--- src/hw/rtl/cts_pkg.sv ---
// Shared types, constants and the reciprocal table for the cosine series block.
package cts_pkg;

  localparam int FRAC_BITS      = 24;
  localparam int MAX_TERM_LIMIT = 26;
  localparam int SUM_FRAC       = 30;
  localparam int RECIP_FRAC     = 25;
  localparam int X2_FRAC        = 26;

  localparam int ANGLE_W = 16;
  localparam int TL_W    = 5;
  localparam int OUT_W   = 32;
  localparam int X2_W    = 31;
  localparam int T_W     = 34;
  localparam int RECIP_W = 25;
  localparam int SUM_W   = 40;
  localparam int MA_W    = 38;
  localparam int MB_W    = 31;
  localparam int MP_W    = MA_W + MB_W;
  localparam int MC_W    = X2_FRAC;
  localparam int KW      = $clog2(MAX_TERM_LIMIT + 3);
  localparam int SHIFT   = SUM_FRAC - FRAC_BITS;

  localparam logic [T_W-1:0]   T_ONE    = T_W'(1) << SUM_FRAC;
  localparam logic [SUM_W-1:0] SUM_ONE  = SUM_W'(1) << SUM_FRAC;
  localparam logic [SUM_W-1:0] RND_HALF = SUM_W'((1 << SHIFT) >> 1);
  localparam logic [SUM_W-1:0] NEG_LIM  = SUM_W'(1) << (OUT_W - 1);
  localparam logic [SUM_W-1:0] POS_LIM  = (SUM_W'(1) << (OUT_W - 1)) - SUM_W'(1);
  localparam logic [MC_W-1:0]  RND_X2   = MC_W'(1) << (X2_FRAC - 1);
  localparam logic [MC_W-1:0]  RND_RCP  = MC_W'(1) << (RECIP_FRAC - 1);
  localparam logic [KW-1:0]    K_FIRST  = KW'(2);
  localparam logic [KW-1:0]    K_STEP   = KW'(2);

  typedef enum logic [2:0] {
    ST_IDLE,
    ST_X2,
    ST_M1,
    ST_M2,
    ST_ACC,
    ST_FIN,
    ST_RND,
    ST_OUT
  } state_t;

  typedef struct packed {
    logic            en;
    logic [MA_W-1:0] a;
    logic [MB_W-1:0] b;
    logic [MC_W-1:0] c;
  } mul_req_t;

  // round(2^25 / ((k-1)k)), even k
  function automatic logic [RECIP_W-1:0] recip_of(input logic [KW-1:0] k);
    logic [RECIP_W-1:0] r;
    case (int'(k))
      2:       r = RECIP_W'(16777216);
      4:       r = RECIP_W'(2796203);
      6:       r = RECIP_W'(1118481);
      8:       r = RECIP_W'(599186);
      10:      r = RECIP_W'(372827);
      12:      r = RECIP_W'(254200);
      14:      r = RECIP_W'(184365);
      16:      r = RECIP_W'(139810);
      18:      r = RECIP_W'(109655);
      20:      r = RECIP_W'(88301);
      22:      r = RECIP_W'(72629);
      24:      r = RECIP_W'(60787);
      26:      r = RECIP_W'(51622);
      28:      r = RECIP_W'(44384);
      30:      r = RECIP_W'(38568);
      32:      r = RECIP_W'(33825);
      34:      r = RECIP_W'(29906);
      36:      r = RECIP_W'(26631);
      38:      r = RECIP_W'(23865);
      default: r = '0;
    endcase
    return r;
  endfunction

endpackage

--- src/hw/rtl/cts_mul.sv ---
// Shared multiply-add unit with registered product.
module cts_mul import cts_pkg::*; (
  input  logic            clk,
  input  mul_req_t        req,
  output logic [MP_W-1:0] prod
);

  logic [MP_W-1:0] mult;

  assign mult = req.a * req.b;

  always_ff @(posedge clk) begin
    if (req.en) begin
      prod <= mult + MP_W'(req.c);
    end
  end

endmodule

--- src/hw/rtl/cts_seq.sv ---
// Series sequencer: term recurrence, accumulation, rounding and saturation.
module cts_seq import cts_pkg::*; (
  input  logic                      clk,
  input  logic                      rst,
  input  logic                      start,
  output logic                      busy,
  input  logic signed [ANGLE_W-1:0] angle,
  input  logic [KW-1:0]             lim_in,
  output mul_req_t                  mreq,
  input  logic [MP_W-1:0]           prod,
  output logic                      done,
  output logic signed [OUT_W-1:0]   cosine_value,
  output logic                      saturated
);

  state_t state, state_next;

  logic [KW-1:0]           k, lim;
  logic [X2_W-1:0]         x2;
  logic [T_W-1:0]          t;
  logic signed [SUM_W-1:0] sum;
  logic [SUM_W-1:0]        mag;
  logic                    neg;

  logic [ANGLE_W-1:0]      abs_angle;
  logic [KW-1:0]           k_next;
  logic [T_W-1:0]          term;
  logic signed [SUM_W-1:0] sum_acc;
  logic                    sat_hit;
  logic [SUM_W-1:0]        mag_sel;

  assign abs_angle = angle[ANGLE_W-1] ? ANGLE_W'(-angle) : ANGLE_W'(angle);
  assign k_next    = k + K_STEP;
  assign term      = prod[RECIP_FRAC +: T_W];
  assign sum_acc   = k[1] ? sum - $signed(SUM_W'(term)) : sum + $signed(SUM_W'(term));
  assign sat_hit   = neg ? (mag > NEG_LIM) : (mag > POS_LIM);
  assign mag_sel   = sat_hit ? (neg ? NEG_LIM : POS_LIM) : mag;
  assign busy      = (state != ST_IDLE);

  always_comb begin
    state_next = state;
    mreq       = '0;
    case (state)
      ST_IDLE: begin
        if (start) begin
          mreq.en    = 1'b1;
          mreq.a     = MA_W'(abs_angle);
          mreq.b     = MB_W'(abs_angle);
          state_next = ST_X2;
        end
      end
      ST_X2: begin
        state_next = (K_FIRST < lim) ? ST_M1 : ST_FIN;
      end
      ST_M1: begin
        mreq.en    = 1'b1;
        mreq.a     = MA_W'(t);
        mreq.b     = MB_W'(x2);
        mreq.c     = RND_X2;
        state_next = ST_M2;
      end
      ST_M2: begin
        mreq.en    = 1'b1;
        mreq.a     = prod[X2_FRAC +: MA_W];
        mreq.b     = MB_W'(recip_of(k));
        mreq.c     = RND_RCP;
        state_next = ST_ACC;
      end
      ST_ACC: begin
        state_next = (k_next < lim) ? ST_M1 : ST_FIN;
      end
      ST_FIN:  state_next = ST_RND;
      ST_RND:  state_next = ST_OUT;
      ST_OUT:  state_next = ST_IDLE;
      default: state_next = ST_IDLE;
    endcase
  end

  always_ff @(posedge clk) begin
    if (rst) begin
      state <= ST_IDLE;
      done  <= 1'b0;
    end else begin
      state <= state_next;
      done  <= (state == ST_OUT);
    end
  end

  always_ff @(posedge clk) begin
    case (state)
      ST_IDLE: begin
        if (start) begin
          lim <= lim_in;
        end
      end
      ST_X2: begin
        x2  <= prod[X2_W-1:0];
        t   <= T_ONE;
        sum <= $signed(SUM_ONE);
        k   <= K_FIRST;
      end
      ST_ACC: begin
        t   <= term;
        sum <= sum_acc;
        k   <= k_next;
      end
      ST_FIN: begin
        neg <= sum[SUM_W-1];
        mag <= sum[SUM_W-1] ? SUM_W'(-sum) : SUM_W'(sum);
      end
      ST_RND: begin
        mag <= (mag + RND_HALF) >> SHIFT;
      end
      ST_OUT: begin
        cosine_value <= neg ? OUT_W'(-mag_sel) : OUT_W'(mag_sel);
        saturated    <= sat_hit;
      end
      default: begin
      end
    endcase
  end

endmodule

--- src/hw/rtl/cosine_taylor_series_top.sv ---
// Top level of the fixed-point cosine series block: config register and units.
//
//  channel   direction  handshake                 payload
//  item in   in         start, accepted if !busy  angle (Q2.13)
//  config    in         cfg_valid / cfg_ready     cfg_data (term_limit)
//  result    out        done, one-cycle strobe    cosine_value (Q7.24), saturated
//
// With n even powers summed (2 <= k < limit, limit capped at 26) busy stays high
// through ST_X2, ST_M1, ST_M2 and ST_ACC per term, ST_FIN, ST_RND and ST_OUT; done pulses in the cycle after that.
// The single multiply-add unit is used twice per term plus once for the square.
// rst is synchronous; it restores term_limit to 8 and drops any item in flight.
// cfg_ready is always high. done cannot be held off.
module cosine_taylor_series_top import cts_pkg::*; (
  input  logic                      clk,
  input  logic                      rst,
  input  logic                      start,
  output logic                      busy,
  input  logic signed [ANGLE_W-1:0] angle,
  input  logic                      cfg_valid,
  output logic                      cfg_ready,
  input  logic [TL_W-1:0]           cfg_data,
  output logic                      done,
  output logic signed [OUT_W-1:0]   cosine_value,
  output logic                      saturated
);

  logic [TL_W-1:0] term_limit;
  logic [KW-1:0]   lim_eff;
  mul_req_t        mreq;
  logic [MP_W-1:0] prod;

  assign cfg_ready = 1'b1;

  always_ff @(posedge clk) begin
    if (rst) begin
      term_limit <= TL_W'(8);
    end else if (cfg_valid && cfg_ready) begin
      term_limit <= cfg_data;
    end
  end

  assign lim_eff = ((KW + 1)'(term_limit) > (KW + 1)'(MAX_TERM_LIMIT)) ?
                   KW'(MAX_TERM_LIMIT) : KW'(term_limit);

  cts_mul u_mul (
    .clk  (clk),
    .req  (mreq),
    .prod (prod)
  );

  cts_seq u_seq (
    .clk          (clk),
    .rst          (rst),
    .start        (start),
    .busy         (busy),
    .angle        (angle),
    .lim_in       (lim_eff),
    .mreq         (mreq),
    .prod         (prod),
    .done         (done),
    .cosine_value (cosine_value),
    .saturated    (saturated)
  );

endmodule
--- config.mk ---
export PLATFORM = sky130hd
export DESIGN_NAME = cosine_taylor_series_top
export DESIGN_NICKNAME = d
export VERILOG_FILES = /design/src/hw/rtl/cts_pkg.sv /design/src/hw/rtl/cts_mul.sv /design/src/hw/rtl/cts_seq.sv /design/src/hw/rtl/cosine_taylor_series_top.sv
export SDC_FILE = /design/constraint.sdc
export NUM_CORES = 2
export LEC_CHECK = 0
export BUFFER_PORTS_ARGS = -buffer_cell sky130_fd_sc_hd__buf_4
export CELL_PAD_IN_SITES_DETAIL_PLACEMENT = 1
export CELL_PAD_IN_SITES_GLOBAL_PLACEMENT = 1
export CORE_UTILIZATION = 40
export DETAILED_ROUTE_END_ITERATION = 10
export PLACE_DENSITY_LB_ADDON = 0.1
export SYNTH_ARGS = -nofsm -noshare
export SYNTH_HDL_FRONTEND = slang
export SYNTH_HIERARCHICAL = 1
export SYNTH_SLANG_ARGS = --single-unit
--- constraint.sdc ---
create_clock -name clk -period 10.95 [get_ports clk]
set_input_delay 2.7375 -clock clk [delete_from_list [all_inputs] [get_ports clk]]
set_output_delay 2.7375 -clock clk [all_outputs]
set_load 0.02 [all_outputs]
# Yosys cells after proc, flatten, opt, wreduce, memory -nomap -nowiden
# Memory sizes are Yosys's and may differ from the RTL's. A register that Yosys moved wholly into a read port is not among the register bits.
# Index checks and enable logic that the tools add are counted.
[totals]
mem_bits_ro = 736
regBits = 262
memories = 1
elab_cells = 60
output_inout_bits = 36
in_bits = 25
[mem_list]
columns = ["name", "depth", "word_bits", "rd", "rd_ports_with_merged_regs", "wr", "line_no", "text"]
rows = [
  ["(name not given)", 32, 23, 1, 1, 0, "cts_pkg.sv:55", "case (int'(k))"],
]
[op_classes]
magnitude_cmp = 5
n_eq_ne = 8
reduce_logical = 5
mul = 1
muxes = 19
add_sub_neg = 8
[ops]
columns = ["cell", "count"]
rows = [
  ["case mux 70 bit (3 select lines)", 1],
  ["case mux 40 bit (2 select lines)", 2],
  ["two-way mux 32 bit", 3],
  ["two-way mux 40 bit", 2],
  ["two-way mux 70 bit", 1],
  ["case mux 34 bit (2 select lines)", 1],
  ["adder 64 x 26 -> 64 bit", 1],
  ["multiplier 38 x 31 -> 64 bit", 1],
  ["case mux 26 bit (2 select lines)", 1],
  ["adder 40 x 35 -> 40 bit", 1],
  ["adder 40 x 6 -> 40 bit (second input constant)", 1],
  ["greater-than comparator 40 x 31 -> 1 bit (second input constant)", 1],
  ["greater-than comparator 40 x 32 -> 1 bit (second input constant)", 1],
  ["negator 40 bit", 1],
  ["subtractor 40 x 35 -> 40 bit", 1],
  ["negator 32 bit", 1],
  ["case mux 3 bit (8 select lines)", 1],
  ["two-way mux 16 bit", 1],
  ["negator 16 bit", 1],
  ["equality test 3 bit (second input constant)", 4],
  ["case mux 5 bit (2 select lines)", 1],
  ["two-way mux 3 bit", 3],
  ["equality test 3 x 2 -> 1 bit (second input constant)", 2],
  ["adder 5 x 2 -> 5 bit (second input constant)", 1],
  ["other kinds (11)", 12],
]

# Depth between registers and ports, before layout
[depth]
ltp_word = 6
ltp_mapped = 37
ltp_nobuf = 35

# Modules after synthesis
# Netlist, hierarchy kept.
[by_module_without_submodules]
columns = ["module", "instances", "cells_each", "area_per_inst_um2", "seq_area_each_um2"]
rows = [
  ["cts_mul", 1, 4512, 41049.4, 2072.0],
  ["cts_seq", 1, 1553, 14500.2, 6216.0],
  ["cosine_taylor_series_top", 1, 24, 232.7, 100.1],
]

# Worst setup path before layout
# OpenSTA, ideal clock, no wires.
[synth_path]
kind = "input to register"
startpoint = "in angle[1]"
endpoint = "reg, netlist name u_mul/prod[64]"
stages = 35
path_buffers = 3
required_ns = 10.684
arrival_ns = 11.343
setup_time_ns = 0.266
slack_ns = -0.659
path_cell_list = "or2_1 > or4_1 > or2_2 > or3_1 > o31ai_1 > xor2_1 > nor2_1 > a221o_1 > clkbuf_1 > clkbuf_1 > nand2_1 > fa_1 > inv_1 > fa_1 > fa_1 > inv_1 > fa_1 > inv_1 > fa_1 > fa_1 > fa_1 > inv_1 > fa_1 > inv_1 > ha_1 > buf_2 > a21oi_1 > o21ai_0 > a2111oi_0 > o22ai_1 > nor3_1 > a21oi_2 > a31oi_1 > o21ai_1 > xor2_1"
[synth_rtl]
columns = ["item", "line_no", "text"]
rows = [
  ["start, declared", "cosine_taylor_series_top.sv:18", "input logic signed [ANGLE_W-1:0] angle,"],
]

==> qor.log <==
INFO  status         run_status=finished, violations left
INFO  status         failed_checks=setup timing
INFO  layout         syn2layout_area_growth=15.65%
INFO  placed_design  gp_routability_congestion=0.8957
INFO  timing         clock_skew=27.25ps
INFO  drt            routed_wire_length_per_instance=22.54um
INFO  drt            firstDrtPassIters=5
INFO  clock_tree     clk_pin_slew_worst_paths=60ps
INFO  layout         fin_area=0.06325mm^2
INFO  power          p_leak=29.76nW
INFO  drt            ant_nets=0
INFO  critical_path  critical_path_peak_fanout=5
INFO  floorplanning  io_pins=61
INFO  clock_tree     tritoncts=yes
INFO  clock_tree     clk-insertion-delay-late=560ps
INFO  floorplanning  rows=135
INFO  placed_design  numPlacedInstances=7,892
INFO  timing         number_of_setup_violations_in_the_final_report=37
INFO  drt            totalWireLength=180,700um
INFO  floorplanning  floorplan.die_area=0.1382mm^2
INFO  synth          netlist_area=0.05469mm^2
INFO  timing         slew-limit-headroom=21.98%
INFO  critical_path  slowest_delay=570ps
INFO  critical_path  endpoint_kind=flop
INFO  grt            grt_overflow=0
INFO  grt            antenna_violations_before_repair=5
INFO  timing         worst_slew_pin_slew=1141ps
INFO  clock_tree     clock_tree.root_cell=sky130_fd_sc_hd__clkbuf_16
INFO  layout         fin_cells=8,015
INFO  timing         post-route-min-period=11,560ps
INFO  drt            vias=41,732
INFO  layout         combined_area_of_the_multi_input_logic_cells=0.04185mm^2
INFO  floorplanning  die_height=371.8um
INFO  critical_path  critical_path_buf_inv_count=9
INFO  grt            first_global_vias=46,435
INFO  clock_tree     cts_buffers=36
INFO  worst_hold_path holdCritPathClass=flop to flop
INFO  layout         final.fill_count=15,401
INFO  critical_path  worst_path_max_delay_cell=sky130_fd_sc_hd__fa_1
INFO  timing         holdWs=418.8ps
INFO  timing         maxSlewViolCount=0
INFO  placed_design  dp_hpwl=144,400um
INFO  layout         drive_above_1_share=15.18%
INFO  critical_path  crit_family=adder cells
INFO  timing         hold_viol=0
INFO  floorplanning  chipWidth=371.8um
INFO  drt            starting_drt_drc_count=2,245
INFO  synth          ys.warnings.count=6
INFO  layout         register_area=0.008238mm^2
INFO  timing         final.setup.worst_slack=-614.0ps
INFO  drt            detail_route.drc_violations=0
INFO  critical_path  r2r_start=u_seq/state[1]$_SDFFE_PP0P_
INFO  placed_design  placed_area=0.06008mm^2
INFO  critical_path  worst_setup_path_startpoint=angle[1]
INFO  flow_run       maxCapViolCount=0
INFO  critical_path  arrival=11,860ps
INFO  grt            track_usage=26.67%
INFO  timing         grt_setup_unrepaired=yes
INFO  placed_design  numPortBuffers=59
INFO  critical_path  worstSetupPathType=input pin to flop
INFO  critical_path  cp-start-kind=input pin
INFO  clock_tree     clk_path_buf_depth=3
INFO  layout         final_nets=7,591
INFO  drt            vias_per_cell=5.207
INFO  floorplanning  core_area=0.1356mm^2
INFO  critical_path  reg2reg_setup_slack=1390ps
INFO  timing         finalCritPeriodShare=105.6%
INFO  floorplanning  floorplan.initialDensity=40.32%
INFO  power          finalPower=10.79mW
INFO  grt            grt_pass1_wl=280,600um
INFO  timing         fin_tns_setup=-14,830ps
INFO  grt            maximum_number_of_pins_on_one_net_before_global_route_repair=69
INFO  worst_hold_path worst_hold_startpoint=u_mul/prod[21]$_DFFE_PP_
INFO  synth          avgSynthCellArea=9.159um^2
INFO  synth          syn_inst=5,971
INFO  power          worst_supply_voltage_drop_on_vdd=0.3547mV
INFO  clock_tree     htree_levels=2
INFO  timing         achievable-frequency=86.48MHz
INFO  clock_tree     clock_sink_count=285
INFO  power          power_per_cell_area=170.6mW/mm^2
INFO  critical_path  critical_path_required=11,240ps
==> cell usage in the layout, fill, tap and decap left out, drive strengths merged, types with 116 or more instances in the layout <==
cell	count
nor2	216
ha	300
inv	1190
xnor2	116
a21oi	208
buf	556
o21ai	117
and2	503
nand2	858
fa	1061
edfxtp	253
==> power by group <==
| part | internal [mW] | total [mW] | switching (mW) |
|---|---|---|---|
| logic | 3.51 | 7.82 | 4.31 |
| clock network | 0.754 | 1.26 | 0.501 |
| registers | 1.51 | 1.72 | 0.206 |
==> cell type report <==
type	instances	share of cell area (%)
Antenna cell	1	0.003957
Clock buffer	48	1.608
Clock inverter	18	0.3482
Inverter	1191	7.080
Multi-Input combinational cell	4133	66.17
Sequential cell	285	13.03
Tap cell	1781	3.523
Timing Repair Buffer	558	8.240
==> metal layers <==
metal | vias up | global-route usage, % | share of wire [%]
met5 | - | 0 | 0
met4 | 0 | 4.760 | 2.0
met3 | 150 | 2.034 | 3.5
met2 | 751 | 46.76 | 50
met1 | 22085 | 36.28 | 44
li1 | 18746 | - | -
==> worst paths after layout <==
check,endpoint,cells after the start
min reg2reg,u_seq/x2[21]$_DFFE_PP_,0
max,u_mul/prod[59]$_DFFE_PP_,36
min,u_seq/x2[21]$_DFFE_PP_,0
max reg2reg,u_mul/prod[56]$_DFFE_PP_,30
==> registers in the layout, indices dropped and copies added, names as in the netlist, named ones only <==
| signal | count |
|---|---|
| term_limit | 5 |
| u_mul/prod | 64 |
| u_seq/cosine_value | 32 |
| u_seq/done | 1 |
| u_seq/k | 5 |
| u_seq/lim | 5 |
| u_seq/mag | 40 |
| u_seq/neg | 1 |
| u_seq/saturated | 1 |
| u_seq/state | 3 |
| u_seq/sum | 40 |
| u_seq/t | 34 |
| u_seq/x2 | 31 |
==> stage by stage <==
stage,utilization (%),worst slack [ps]
after floorplan,-,-286.3
after global placement,44.30,-1357
after detailed placement,44.30,-1419
after CTS,46.15,-529.0
after global routing,46.63,-833.6
final,46.63,-614.0
==> repair_timing <==
action,CTS,global route
hold buffers,0,0
gates cloned,2,3
buffers inserted,30,25
endpoints found under the setup margin,45,45
pin swaps,104,124
resized for setup,231,106
(Power assumes the default switching activity.)
